$ cat src/rtl/chacha_pkg.sv
// Shared types, constants and round functions for the ChaCha20 stream XOR block.
package chacha_pkg;

    localparam int DOUBLE_ROUNDS_DEF = 10;

    localparam int CHUNK_W   = 64;
    localparam int COUNT_W   = 4;
    localparam int TDATA_W   = 72;
    localparam int CFG_IDX_W = 3;
    localparam int CFG_DATA_W = 64;

    // "expand 32-byte k"
    localparam logic [31:0] SIGMA_0 = 32'h61707865;
    localparam logic [31:0] SIGMA_1 = 32'h3320646e;
    localparam logic [31:0] SIGMA_2 = 32'h79622d32;
    localparam logic [31:0] SIGMA_3 = 32'h6b206574;

    localparam logic [CFG_IDX_W-1:0] REG_KEY0  = 3'd0;
    localparam logic [CFG_IDX_W-1:0] REG_KEY1  = 3'd1;
    localparam logic [CFG_IDX_W-1:0] REG_KEY2  = 3'd2;
    localparam logic [CFG_IDX_W-1:0] REG_KEY3  = 3'd3;
    localparam logic [CFG_IDX_W-1:0] REG_SALT  = 3'd4;
    localparam logic [CFG_IDX_W-1:0] REG_NONCE = 3'd5;

    typedef logic [31:0] word_t;

    typedef struct packed {
        word_t a;
        word_t b;
        word_t c;
        word_t d;
    } quad_t;

    typedef struct packed {
        logic capture;
        logic load;
        logic round;
        logic diag;
        logic feed;
        logic emit;
    } ctrl_cmd_t;

    typedef struct packed {
        logic pos_zero;
        logic out_free;
    } ctrl_sts_t;

    function automatic word_t rotl(word_t x, int n);
        return (x << n) | (x >> (32 - n));
    endfunction

    function automatic quad_t quarter(quad_t q);
        word_t a;
        word_t b;
        word_t c;
        word_t d;
        quad_t r;
        a = q.a;
        b = q.b;
        c = q.c;
        d = q.d;
        a = a + b; d = rotl(d ^ a, 16);
        c = c + d; b = rotl(b ^ c, 12);
        a = a + b; d = rotl(d ^ a, 8);
        c = c + d; b = rotl(b ^ c, 7);
        r.a = a;
        r.b = b;
        r.c = c;
        r.d = d;
        return r;
    endfunction

endpackage

$ cat src/rtl/chacha_ctrl.sv
// Sequencer for the ChaCha20 stream XOR block: item intake, round count, output request.
module chacha_ctrl #(
    parameter int DOUBLE_ROUNDS = chacha_pkg::DOUBLE_ROUNDS_DEF
) (
    input  logic                  aclk,
    input  logic                  aresetn,
    input  logic                  s_tvalid,
    output logic                  s_tready,
    input  chacha_pkg::ctrl_sts_t sts,
    output chacha_pkg::ctrl_cmd_t cmd
);

    localparam int NUM_ROUNDS = 2 * DOUBLE_ROUNDS;
    localparam int STEP_W     = $clog2(NUM_ROUNDS);
    localparam logic [STEP_W-1:0] LAST_STEP = STEP_W'(NUM_ROUNDS - 1);

    localparam logic [2:0] ST_IDLE  = 3'd0;
    localparam logic [2:0] ST_LOAD  = 3'd1;
    localparam logic [2:0] ST_ROUND = 3'd2;
    localparam logic [2:0] ST_FEED  = 3'd3;
    localparam logic [2:0] ST_EMIT  = 3'd4;

    logic [2:0]        state_reg;
    logic [2:0]        state_next;
    logic [STEP_W-1:0] step_reg;
    logic [STEP_W-1:0] step_next;

    assign s_tready = (state_reg == ST_IDLE);

    always_comb begin
        state_next  = state_reg;
        step_next   = step_reg;
        cmd         = '0;
        cmd.diag    = step_reg[0];
        unique case (state_reg)
            ST_IDLE: begin
                if (s_tvalid) begin
                    cmd.capture = 1'b1;
                    state_next  = sts.pos_zero ? ST_LOAD : ST_EMIT;
                end
            end
            ST_LOAD: begin
                cmd.load   = 1'b1;
                step_next  = '0;
                state_next = ST_ROUND;
            end
            ST_ROUND: begin
                cmd.round = 1'b1;
                if (step_reg == LAST_STEP) begin
                    step_next  = '0;
                    state_next = ST_FEED;
                end else begin
                    step_next = step_reg + 1'b1;
                end
            end
            ST_FEED: begin
                cmd.feed   = 1'b1;
                state_next = ST_EMIT;
            end
            ST_EMIT: begin
                if (sts.out_free) begin
                    cmd.emit   = 1'b1;
                    state_next = ST_IDLE;
                end
            end
            default: begin
                state_next = ST_IDLE;
            end
        endcase
    end

    always_ff @(posedge aclk) begin
        if (!aresetn) begin
            state_reg <= ST_IDLE;
            step_reg  <= '0;
        end else begin
            state_reg <= state_next;
            step_reg  <= step_next;
        end
    end

endmodule

$ cat src/rtl/chacha_core.sv
// Datapath: key/nonce registers, round state, keystream buffer and output register.
module chacha_core (
    input  logic                                  aclk,
    input  logic                                  aresetn,
    input  chacha_pkg::ctrl_cmd_t                 cmd,
    output chacha_pkg::ctrl_sts_t                 sts,
    input  logic                                  cfg_valid,
    input  logic [chacha_pkg::CFG_IDX_W-1:0]      cfg_index,
    input  logic [chacha_pkg::CFG_DATA_W-1:0]     cfg_data,
    input  logic [chacha_pkg::CHUNK_W-1:0]        s_chunk,
    input  logic [chacha_pkg::COUNT_W-1:0]        s_count,
    input  logic                                  s_last,
    output logic                                  m_valid,
    input  logic                                  m_ready,
    output logic [chacha_pkg::CHUNK_W-1:0]        m_chunk,
    output logic [chacha_pkg::COUNT_W-1:0]        m_count,
    output logic                                  m_last
);

    logic [63:0]                       key_reg [4];
    logic [31:0]                       salt_reg;
    logic [63:0]                       nonce_reg;
    logic [31:0]                       counter_reg;
    logic [2:0]                        pos_reg;
    chacha_pkg::word_t                 ws_reg [16];
    logic [63:0]                       ks_reg [8];
    logic [chacha_pkg::CHUNK_W-1:0]    chunk_reg;
    logic [chacha_pkg::COUNT_W-1:0]    cnt_reg;
    logic                              last_reg;
    logic                              m_valid_reg;
    logic [chacha_pkg::CHUNK_W-1:0]    m_chunk_reg;
    logic [chacha_pkg::COUNT_W-1:0]    m_count_reg;
    logic                              m_last_reg;

    chacha_pkg::word_t                 init_w  [16];
    chacha_pkg::word_t                 round_w [16];
    chacha_pkg::quad_t                 qr_in   [4];
    chacha_pkg::quad_t                 qr_out  [4];
    logic [chacha_pkg::CHUNK_W-1:0]    mask;
    logic [chacha_pkg::COUNT_W-1:0]    cnt_clamp;

    always_comb begin
        init_w[0] = chacha_pkg::SIGMA_0;
        init_w[1] = chacha_pkg::SIGMA_1;
        init_w[2] = chacha_pkg::SIGMA_2;
        init_w[3] = chacha_pkg::SIGMA_3;
        for (int k = 0; k < 4; k++) begin
            init_w[4 + 2 * k] = key_reg[k][31:0];
            init_w[5 + 2 * k] = key_reg[k][63:32];
        end
        init_w[12] = counter_reg;
        init_w[13] = salt_reg;
        init_w[14] = nonce_reg[31:0];
        init_w[15] = nonce_reg[63:32];
    end

    // Column round on even steps, diagonal round on odd steps.
    always_comb begin
        for (int i = 0; i < 4; i++) begin
            if (!cmd.diag) begin
                qr_in[i] = {ws_reg[i], ws_reg[4 + i], ws_reg[8 + i], ws_reg[12 + i]};
            end else begin
                qr_in[i] = {ws_reg[i], ws_reg[4 + ((i + 1) & 3)],
                            ws_reg[8 + ((i + 2) & 3)], ws_reg[12 + ((i + 3) & 3)]};
            end
            qr_out[i] = chacha_pkg::quarter(qr_in[i]);
        end
        for (int j = 0; j < 16; j++) begin
            round_w[j] = ws_reg[j];
        end
        for (int i = 0; i < 4; i++) begin
            round_w[i] = qr_out[i].a;
            if (!cmd.diag) begin
                round_w[4 + i]  = qr_out[i].b;
                round_w[8 + i]  = qr_out[i].c;
                round_w[12 + i] = qr_out[i].d;
            end else begin
                round_w[4 + ((i + 1) & 3)]  = qr_out[i].b;
                round_w[8 + ((i + 2) & 3)]  = qr_out[i].c;
                round_w[12 + ((i + 3) & 3)] = qr_out[i].d;
            end
        end
    end

    always_comb begin
        for (int j = 0; j < 8; j++) begin
            mask[8 * j +: 8] = (cnt_reg > chacha_pkg::COUNT_W'(j)) ? 8'hff : 8'h00;
        end
    end

    assign cnt_clamp = s_count[3] ? chacha_pkg::COUNT_W'(8) : s_count;

    // config and sequence state
    always_ff @(posedge aclk) begin
        if (!aresetn) begin
            for (int k = 0; k < 4; k++) begin
                key_reg[k] <= '0;
            end
            salt_reg    <= '0;
            nonce_reg   <= '0;
            counter_reg <= 32'd1;
            pos_reg     <= '0;
            m_valid_reg <= 1'b0;
        end else begin
            if (cfg_valid) begin
                unique case (cfg_index)
                    chacha_pkg::REG_KEY0:  key_reg[0] <= cfg_data;
                    chacha_pkg::REG_KEY1:  key_reg[1] <= cfg_data;
                    chacha_pkg::REG_KEY2:  key_reg[2] <= cfg_data;
                    chacha_pkg::REG_KEY3:  key_reg[3] <= cfg_data;
                    chacha_pkg::REG_SALT:  salt_reg   <= cfg_data[31:0];
                    chacha_pkg::REG_NONCE: nonce_reg  <= cfg_data;
                    default: ;
                endcase
            end
            if (cmd.feed) begin
                counter_reg <= counter_reg + 32'd1;
            end
            if (cmd.emit) begin
                if (last_reg) begin
                    pos_reg     <= '0;
                    counter_reg <= 32'd1;
                end else begin
                    pos_reg <= pos_reg + 3'd1;
                end
            end
            if (cmd.emit) begin
                m_valid_reg <= 1'b1;
            end else if (m_ready) begin
                m_valid_reg <= 1'b0;
            end
        end
    end

    // payload
    always_ff @(posedge aclk) begin
        if (cmd.capture) begin
            chunk_reg <= s_chunk;
            cnt_reg   <= cnt_clamp;
            last_reg  <= s_last;
        end
        if (cmd.load) begin
            for (int j = 0; j < 16; j++) begin
                ws_reg[j] <= init_w[j];
            end
        end else if (cmd.round) begin
            for (int j = 0; j < 16; j++) begin
                ws_reg[j] <= round_w[j];
            end
        end
        if (cmd.feed) begin
            for (int j = 0; j < 8; j++) begin
                ks_reg[j] <= {ws_reg[2 * j + 1] + init_w[2 * j + 1],
                              ws_reg[2 * j] + init_w[2 * j]};
            end
        end
        if (cmd.emit) begin
            m_chunk_reg <= (chunk_reg ^ ks_reg[pos_reg]) & mask;
            m_count_reg <= cnt_reg;
            m_last_reg  <= last_reg;
        end
    end

    assign sts.pos_zero = (pos_reg == 3'd0);
    assign sts.out_free = !m_valid_reg || m_ready;

    assign m_valid = m_valid_reg;
    assign m_chunk = m_chunk_reg;
    assign m_count = m_count_reg;
    assign m_last  = m_last_reg;

endmodule

$ cat src/rtl/chacha20_stream_xor.sv
// ChaCha20 stream XOR, 64-bit chunks. An item whose keystream block exists goes from capture
// straight to emit; one that opens a new block first runs load, the rounds (one column or
// diagonal round per cycle in the shared round unit) and feed-forward. Emit waits for a free
// output register and registers the result there; a new item is taken only when idle.
// aresetn (synchronous, active low) clears keys, salt, IV, counter to 1, position to 0.
module chacha20_stream_xor #(
    parameter int DOUBLE_ROUNDS = chacha_pkg::DOUBLE_ROUNDS_DEF
) (
    input  logic                                  aclk,
    input  logic                                  aresetn,
    input  logic                                  s_tvalid,
    output logic                                  s_tready,
    // [63:0] in_chunk, [67:64] byte_count, [71:68] zero
    input  logic [chacha_pkg::TDATA_W-1:0]        s_tdata,
    input  logic                                  s_tlast,
    output logic                                  m_tvalid,
    input  logic                                  m_tready,
    // [63:0] out_chunk, [67:64] out_count, [71:68] zero
    output logic [chacha_pkg::TDATA_W-1:0]        m_tdata,
    output logic                                  m_tlast,
    input  logic                                  cfg_valid,
    output logic                                  cfg_ready,
    input  logic [chacha_pkg::CFG_IDX_W-1:0]      cfg_index,
    input  logic [chacha_pkg::CFG_DATA_W-1:0]     cfg_data
);

    chacha_pkg::ctrl_cmd_t              cmd;
    chacha_pkg::ctrl_sts_t              sts;
    logic [chacha_pkg::CHUNK_W-1:0]     m_chunk;
    logic [chacha_pkg::COUNT_W-1:0]     m_count;

    assign cfg_ready = 1'b1;

    chacha_ctrl #(
        .DOUBLE_ROUNDS (DOUBLE_ROUNDS)
    ) u_ctrl (
        .aclk     (aclk),
        .aresetn  (aresetn),
        .s_tvalid (s_tvalid),
        .s_tready (s_tready),
        .sts      (sts),
        .cmd      (cmd)
    );

    chacha_core u_core (
        .aclk      (aclk),
        .aresetn   (aresetn),
        .cmd       (cmd),
        .sts       (sts),
        .cfg_valid (cfg_valid),
        .cfg_index (cfg_index),
        .cfg_data  (cfg_data),
        .s_chunk   (s_tdata[63:0]),
        .s_count   (s_tdata[67:64]),
        .s_last    (s_tlast),
        .m_valid   (m_tvalid),
        .m_ready   (m_tready),
        .m_chunk   (m_chunk),
        .m_count   (m_count),
        .m_last    (m_tlast)
    );

    assign m_tdata = {4'b0000, m_count, m_chunk};

endmodule
$ cat config.mk
export PLATFORM = sky130hd
export DESIGN_NAME = chacha20_stream_xor
export DESIGN_NICKNAME = d
export VERILOG_FILES = /design/src/rtl/chacha_pkg.sv /design/src/rtl/chacha_ctrl.sv /design/src/rtl/chacha_core.sv /design/src/rtl/chacha20_stream_xor.sv
export SDC_FILE = /design/constraint.sdc
export NUM_CORES = 2
export LEC_CHECK = 0
export BUFFER_PORTS_ARGS = -buffer_cell sky130_fd_sc_hd__buf_2
export CAP_MARGIN = 20
export CORE_MARGIN = 4
export CORE_UTILIZATION = 45
export DETAILED_ROUTE_END_ITERATION = 8
export SYNTH_ARGS = -nofsm -noshare
export SYNTH_HDL_FRONTEND = slang
export SYNTH_SLANG_ARGS = --single-unit
export TNS_END_PERCENT = 20
$ cat constraint.sdc
create_clock -name aclk -period 35.4 [get_ports aclk]
set_clock_uncertainty 0.1 [all_clocks]
set_input_delay 8.85 -clock aclk [delete_from_list [all_inputs] [get_ports aclk]]
set_output_delay 8.85 -clock aclk [all_outputs]
set_load 0.05 [all_outputs]
-- After elaboration in Yosys (flattened, before gate mapping)
Memories as Yosys holds them, arrays and structs flattened. A register that Yosys moved wholly into a read port is not among the register bits.
Cells that the tools add are included.
- flip-flop bits (word level): 278
- latch bits: 0
- bits in writable memories: 1280
- ROM bits: 0
- input bits: 145
- output and inout bits: 76
- logic and storage cells: 228
- memories kept: 3
- memory list (name ; depth ; width ; read ports ; clocked after Yosys merged registers in ; write ports ; line ; text):
    u_core.ks_reg ; 8 ; 64 ; 1 ; 1 ; 8 ; chacha_core.sv:26 ; logic [63:0] ks_reg [8];
    u_core.ws_reg ; 16 ; 32 ; 16 ; 0 ; 16 ; chacha_core.sv:25 ; chacha_pkg::word_t ws_reg [16];
    u_core.key_reg ; 4 ; 64 ; 4 ; 0 ; 4 ; chacha_core.sv:20 ; logic [63:0] key_reg [4];
- add/sub/neg operators: 35
- multiply operators: 0
- div/mod/pow operators: 0
- $lt $le $gt $ge: 8
- eq/ne operators: 13
- shift operators: 0
- multiplexer cells: 91
- bitwise logic cells: 54
- reduce and logical (&&, ||, !) cells: 10
- operators with widths (operator ; number):
    two-way mux 32 bit ; 29
    adder 32 bit ; 28
    bitwise XOR 32 bit ; 16
    two-way mux 64 bit ; 6
    two-way mux 96 bit ; 4
    OR 32 x 12 -> 32 bit ; 4
    OR 32 x 16 -> 32 bit ; 4
    OR 32 x 7 -> 32 bit ; 4
    OR 32 x 8 -> 32 bit ; 4
    adder 32 x 31 -> 32 bit, second input constant ; 3
    AND 64 bit ; 1
    two-way mux 8 bit ; 8
    bitwise XOR 64 bit ; 1
    two-way mux 1 bit ; 33
    adder 32 x 1 -> 32 bit, second input constant ; 1
    adder 32 x 30 -> 32 bit, second input constant ; 1
    two-way mux 3 bit ; 7
    OR 1 bit ; 20
    greater-than comparator 4 x 3 -> 1 bit, second input constant ; 4
    one-hot mux 3 bit (5 select lines) ; 1
    == test 3 x 2 -> 1 bit, second input constant ; 4
    one-hot mux 5 bit (2 select lines) ; 1
    == test 3 bit, second input constant ; 3
    zero test 3 bit ; 3
    15 further kinds ; 21

-- Logic depth before layout (Yosys ltp)
An unclocked memory read counts as a cell.
- word-level depth: 17
- depth in mapped cells: 73
- gate-level depth less buffers: 65

-- Modules after synthesis
Synthesis repeated with hierarchy kept, for this count alone.
- cell total of the unflattened synthesis: 11620
- area total of the unflattened synthesis: 117283.7 sq um
- modules (own cells, without submodules) (module ; times used ; cells an instance ; area an instance (sq um)):
    chacha_core ; 1 ; 11553 ; 116700.7
    chacha_ctrl ; 1 ; 60 ; 538.0
    chacha20_stream_xor ; 1 ; 7 ; 45.0

-- Least setup slack after synthesis
Ideal clock, no wire load.
- path kind: reg2reg
- start point: reg u_ctrl.state_reg[0]
- end point: reg u_core.counter_reg[31]
- library setup time: 0.128 ns
- data arrival time: 25.573 ns
- path slack: 9.600 ns
- stages on the path, launching flop included: 13
- buffers on the path: 2
- cells stage by stage: dfxtp_1 > clkbuf_1 > nand2_1 > nor2_1 > nand4_1 > nor2_1 > and3_1 > clkbuf_1 > nand3_1 > nor2_1 > nand4_1 > xor2_1 > nor2_1
- cells in the longest elaborated chain, start to end: 5
- elaborated cells between the ends (all ways): 7
- RTL lines (element ; line ; text):
    start: declaration ; chacha_ctrl.sv:23 ; logic [2:0] state_reg;
    start signal: assignment ; chacha_ctrl.sv:77 ; state_reg <= state_next;
    == test 3 x 2 -> 1 bit ; chacha_ctrl.sv:35 ; unique case (state_reg)
    two-way mux 1 bit ; chacha_ctrl.sv:35 ;
    two-way mux 32 bit ; chacha_core.sv:116 ; if (cmd.feed) begin
    two-way mux 32 bit ; chacha_core.sv:120 ; if (last_reg) begin
    two-way mux 32 bit (*) ; chacha_core.sv:119 ; if (cmd.emit) begin
    end signal: assignment ; chacha_core.sv:117 ; counter_reg <= counter_reg + 32'd1;
    end: declaration ; chacha_core.sv:23 ; logic [31:0] counter_reg;
Every way passes the cells marked *; elsewhere a longest branch is shown, timed or not.
A chain may end at the register's enable or synchronous reset.

==> results.toml <==
[status]
outcome = "finished with violations"
violations = "max-capacitance violations, max-slew violations"

[setup_path]
cpMaxStageDelayCell = "xnor2_1"
crit_path_frequent_cell = "a21oi_1"
crit_path_end_kind = "flip-flop"
critPathKind = "reg2reg"
worstSetupStartpoint = "u_ctrl.step_reg[0]$_SDFFE_PN0P_"
regToRegStartpoint = "u_ctrl.step_reg[0]$_SDFFE_PN0P_"
cp.arrival_ns = 24.17
startpoint_type = "flip-flop"
r2r_slack_ns = 11.71
worstPathMaxFanout = 58
required_ns = 35.88
slowest_delay_ns = 1.14

[global_routing]
grt_overflow = 0
grt_max_degree = 163
antenna_found_initial = 44
grt_pass1_wl_mm = 782
grt.total_usage_pct = 43.8
first_global_vias = 90200

[clock_network]
cts_sinks = 1561
post-cts-setup-buffers = 0
cts_hold_buf = 0
ctsResizeCount = 0
cts_tree = "yes"
clockRootBuffer = "clkbuf_16"
clock_latency_ns = 0.91
clk_pin_slew_worst_paths_ns = 0.06
cts.path.max_buffers = 3
h-tree-depth = 4
cts_buffers = 188

[logic_synthesis]
synth_top_area_share_pct = 37.0
ys.flop_type = "edfxtp_1"
synth_edf_count = 1418
synth_adder_area_share_pct = 9.91
synth_area_leaders = "edfxtp_1 37%, ha_1 9.4%, xnor2_1 7.1%"
synth_area_um2 = 115000
synth_compound_area_share_pct = 13.8
synth_area_leader_cell = "edfxtp_1"
synth.avg_cell_area_um2 = 10.1
synthMuxAreaShare_pct = 8.40
synth-simple-area-share_pct = 14.0
ys_ff_latch = 1561
synth_xor_area_share_pct = 11.9
synth_top_family_by_area = "simple AND/OR/NAND/NOR gates"
synthArstFlopShare_pct = 0
yosysWarnings = 0
yosys.cell_types.count = 101
ys_seq_area_share_pct = 39.5
synth_cells = 11400

[die]
die_area_um2 = 264000
start_util_pct = 45.2
pin_count = 221
coreArea_um2 = 254000
die_h_um = 514
rows = 185
die_x_um = 514

[detailed_routing]
drt_first_pass_iters = 8
top_layer_used = "met5"
wl_met3_mm = 81.7
vias_per_cell = 6.49
routed_wl_mm = 599
detail-route-antenna-nets = 0
wl_met1_mm = 240
dr_total_vias = 99700
met2WireLength_mm = 228
post_drt_wl_per_cell_um = 39.0
drtIter0Drc = 15600
route.detailed.drc = 0

[timing]
max_freq_mhz = 42.2
hold_viol = 0
relSlewSlack_pct = -1.12
finalSetupViolations = 0
rsz0062_at_grt = "false"
tns_ns = 0
post-route-min-period_ns = 23.69
finalCritPeriodShare_pct = 66.9
drv_slew = 3
worst_slew_pin_slew_ns = 1.51

[placed_design]
port_buffers = 211
gp_congestion = 1.10
dp_hpwl_mm = 504

[hold_path]
holdCritStartpoint = "u_core.last_reg$_DFFE_PP_"
hp-class = "reg2reg"

[final_layout]
finalNetCount = 12800
areaGrowthSynthToFinish_pct = 11.8
layout-drive-gt1-share_pct = 11.0

[job]
max-cap-violations = 1
==> cell usage after synthesis, types with 108 or more instances <==
| master | number |
|---|---|
| dfxtp_1 | 143 |
| ha_1 | 867 |
| clkbuf_1 | 248 |
| and2_1 | 398 |
| nor3_1 | 221 |
| edfxtp_1 | 1418 |
| a21oi_1 | 707 |
| nor2b_1 | 125 |
| o21bai_1 | 108 |
| a21o_1 | 221 |
| inv_1 | 434 |
| mux2i_1 | 437 |
| a21boi_0 | 151 |
| nor2_1 | 1017 |
| xnor2_1 | 927 |
| o21ai_0 | 629 |
| nand3_1 | 191 |
| mux4_2 | 128 |
| nand2_1 | 916 |
| nand2b_1 | 142 |
| mux2_2 | 212 |
| xor2_1 | 550 |
==> worst paths after layout <==
| check | to | cells after the start |
|---|---|---|
| worst max-delay path | u_core.ws_reg[5][6]$_DFFE_PP_ | 60 |
| worst min-delay path | u_core.m_last$_DFFE_PP_ | 0 |
| worst max register to register | u_core.ws_reg[5][6]$_DFFE_PP_ | 60 |
| worst min register to register | u_core.m_last$_DFFE_PP_ | 0 |
==> worst max-delay path: cells and delay by family (launching register included) <==
| family | cells | cell delay, ns |
|---|---|---|
| fa+ha+maj | 5 | 1.93 |
| flops | 1 | 0.93 |
| mux | 1 | 0.52 |
| buf+inv | 5 | 2.41 |
| simple gates | 7 | 1.86 |
| xor+xnor | 8 | 4.95 |
| compound gates | 34 | 10.41 |
==> per-layer routing <==
metal  up-vias  GRT usage [%]
li1      42400              -
met1     49400           58.8
met2      6624           58.0
met3      1217           16.9
met4        10           29.1
met5         -          0.804
==> stage by stage <==
step                      setup WS [ns]  area [µm²]  hold slack, ns  utilization [%]  cells
after global routing              11.36      129000           0.406             50.6  15300
after floorplan                    9.60      115000           0.326                -  11400
after CTS                         12.54      128000           0.382             50.4  15300
final                             11.71      129000           0.389             50.6  15400
after global placement            12.67      122000           0.354             47.8  14900
after detailed placement          12.69      122000           0.358             47.9  14900
==> kinds of logic (layout without fill, tap and decap cells) <==
logic type      Yosys count  in the layout
buf+inv                 765           1303
fa+ha+maj               897            897
compound gates         2507           2507
mux                     778            778
xor+xnor               1510           1510
simple gates           3405           3405
flops                  1561           1561
other cells               2             41
==> placed cells by master (no fill, tap or decap), types with 27 or more instances in the layout <==
cell          n
xor2_1      533
buf_2       211
or2_2        45
mux2i_1     418
nor2_1     1011
a21oi_1     706
nand2_1     914
clkbuf_1     39
xnor2_1     903
nand3_1     190
o2111ai_1    31
buf_4       274
a21boi_0    151
ha_1        867
edfxtp_1   1418
dfxtp_1     139
mux4_2      128
diode_2      36
o21a_1      102
o21bai_1    108
nor2b_1     125
o211ai_1     68
nor3_1      220
o21ai_0     627
clkinv_1     31
clkbuf_16   190
nand4_1      61
mux2_2      212
inv_1       432
nand2b_1    142
a21o_1      221
a31oi_1     102
a2111oi_0    27
and3_1       98
a211oi_1     52
and2_1      396
or3_1        85
==> final cells by class <==
class	instances	area, µm²
Inverter	434	1640
Fill cell	23300	126000
Clock inverter	113	1360
Antenna cell	36	90.1
Tap cell	3366	4210
Multi-Input combinational cell	9102	67300
Clock buffer	238	5010
Sequential cell	1561	45500
Timing Repair Buffer	518	3610
Power is left out: the tool's default activity adds up to more than one toggle a clock period on the data nets, which glitch-free logic cannot reach.
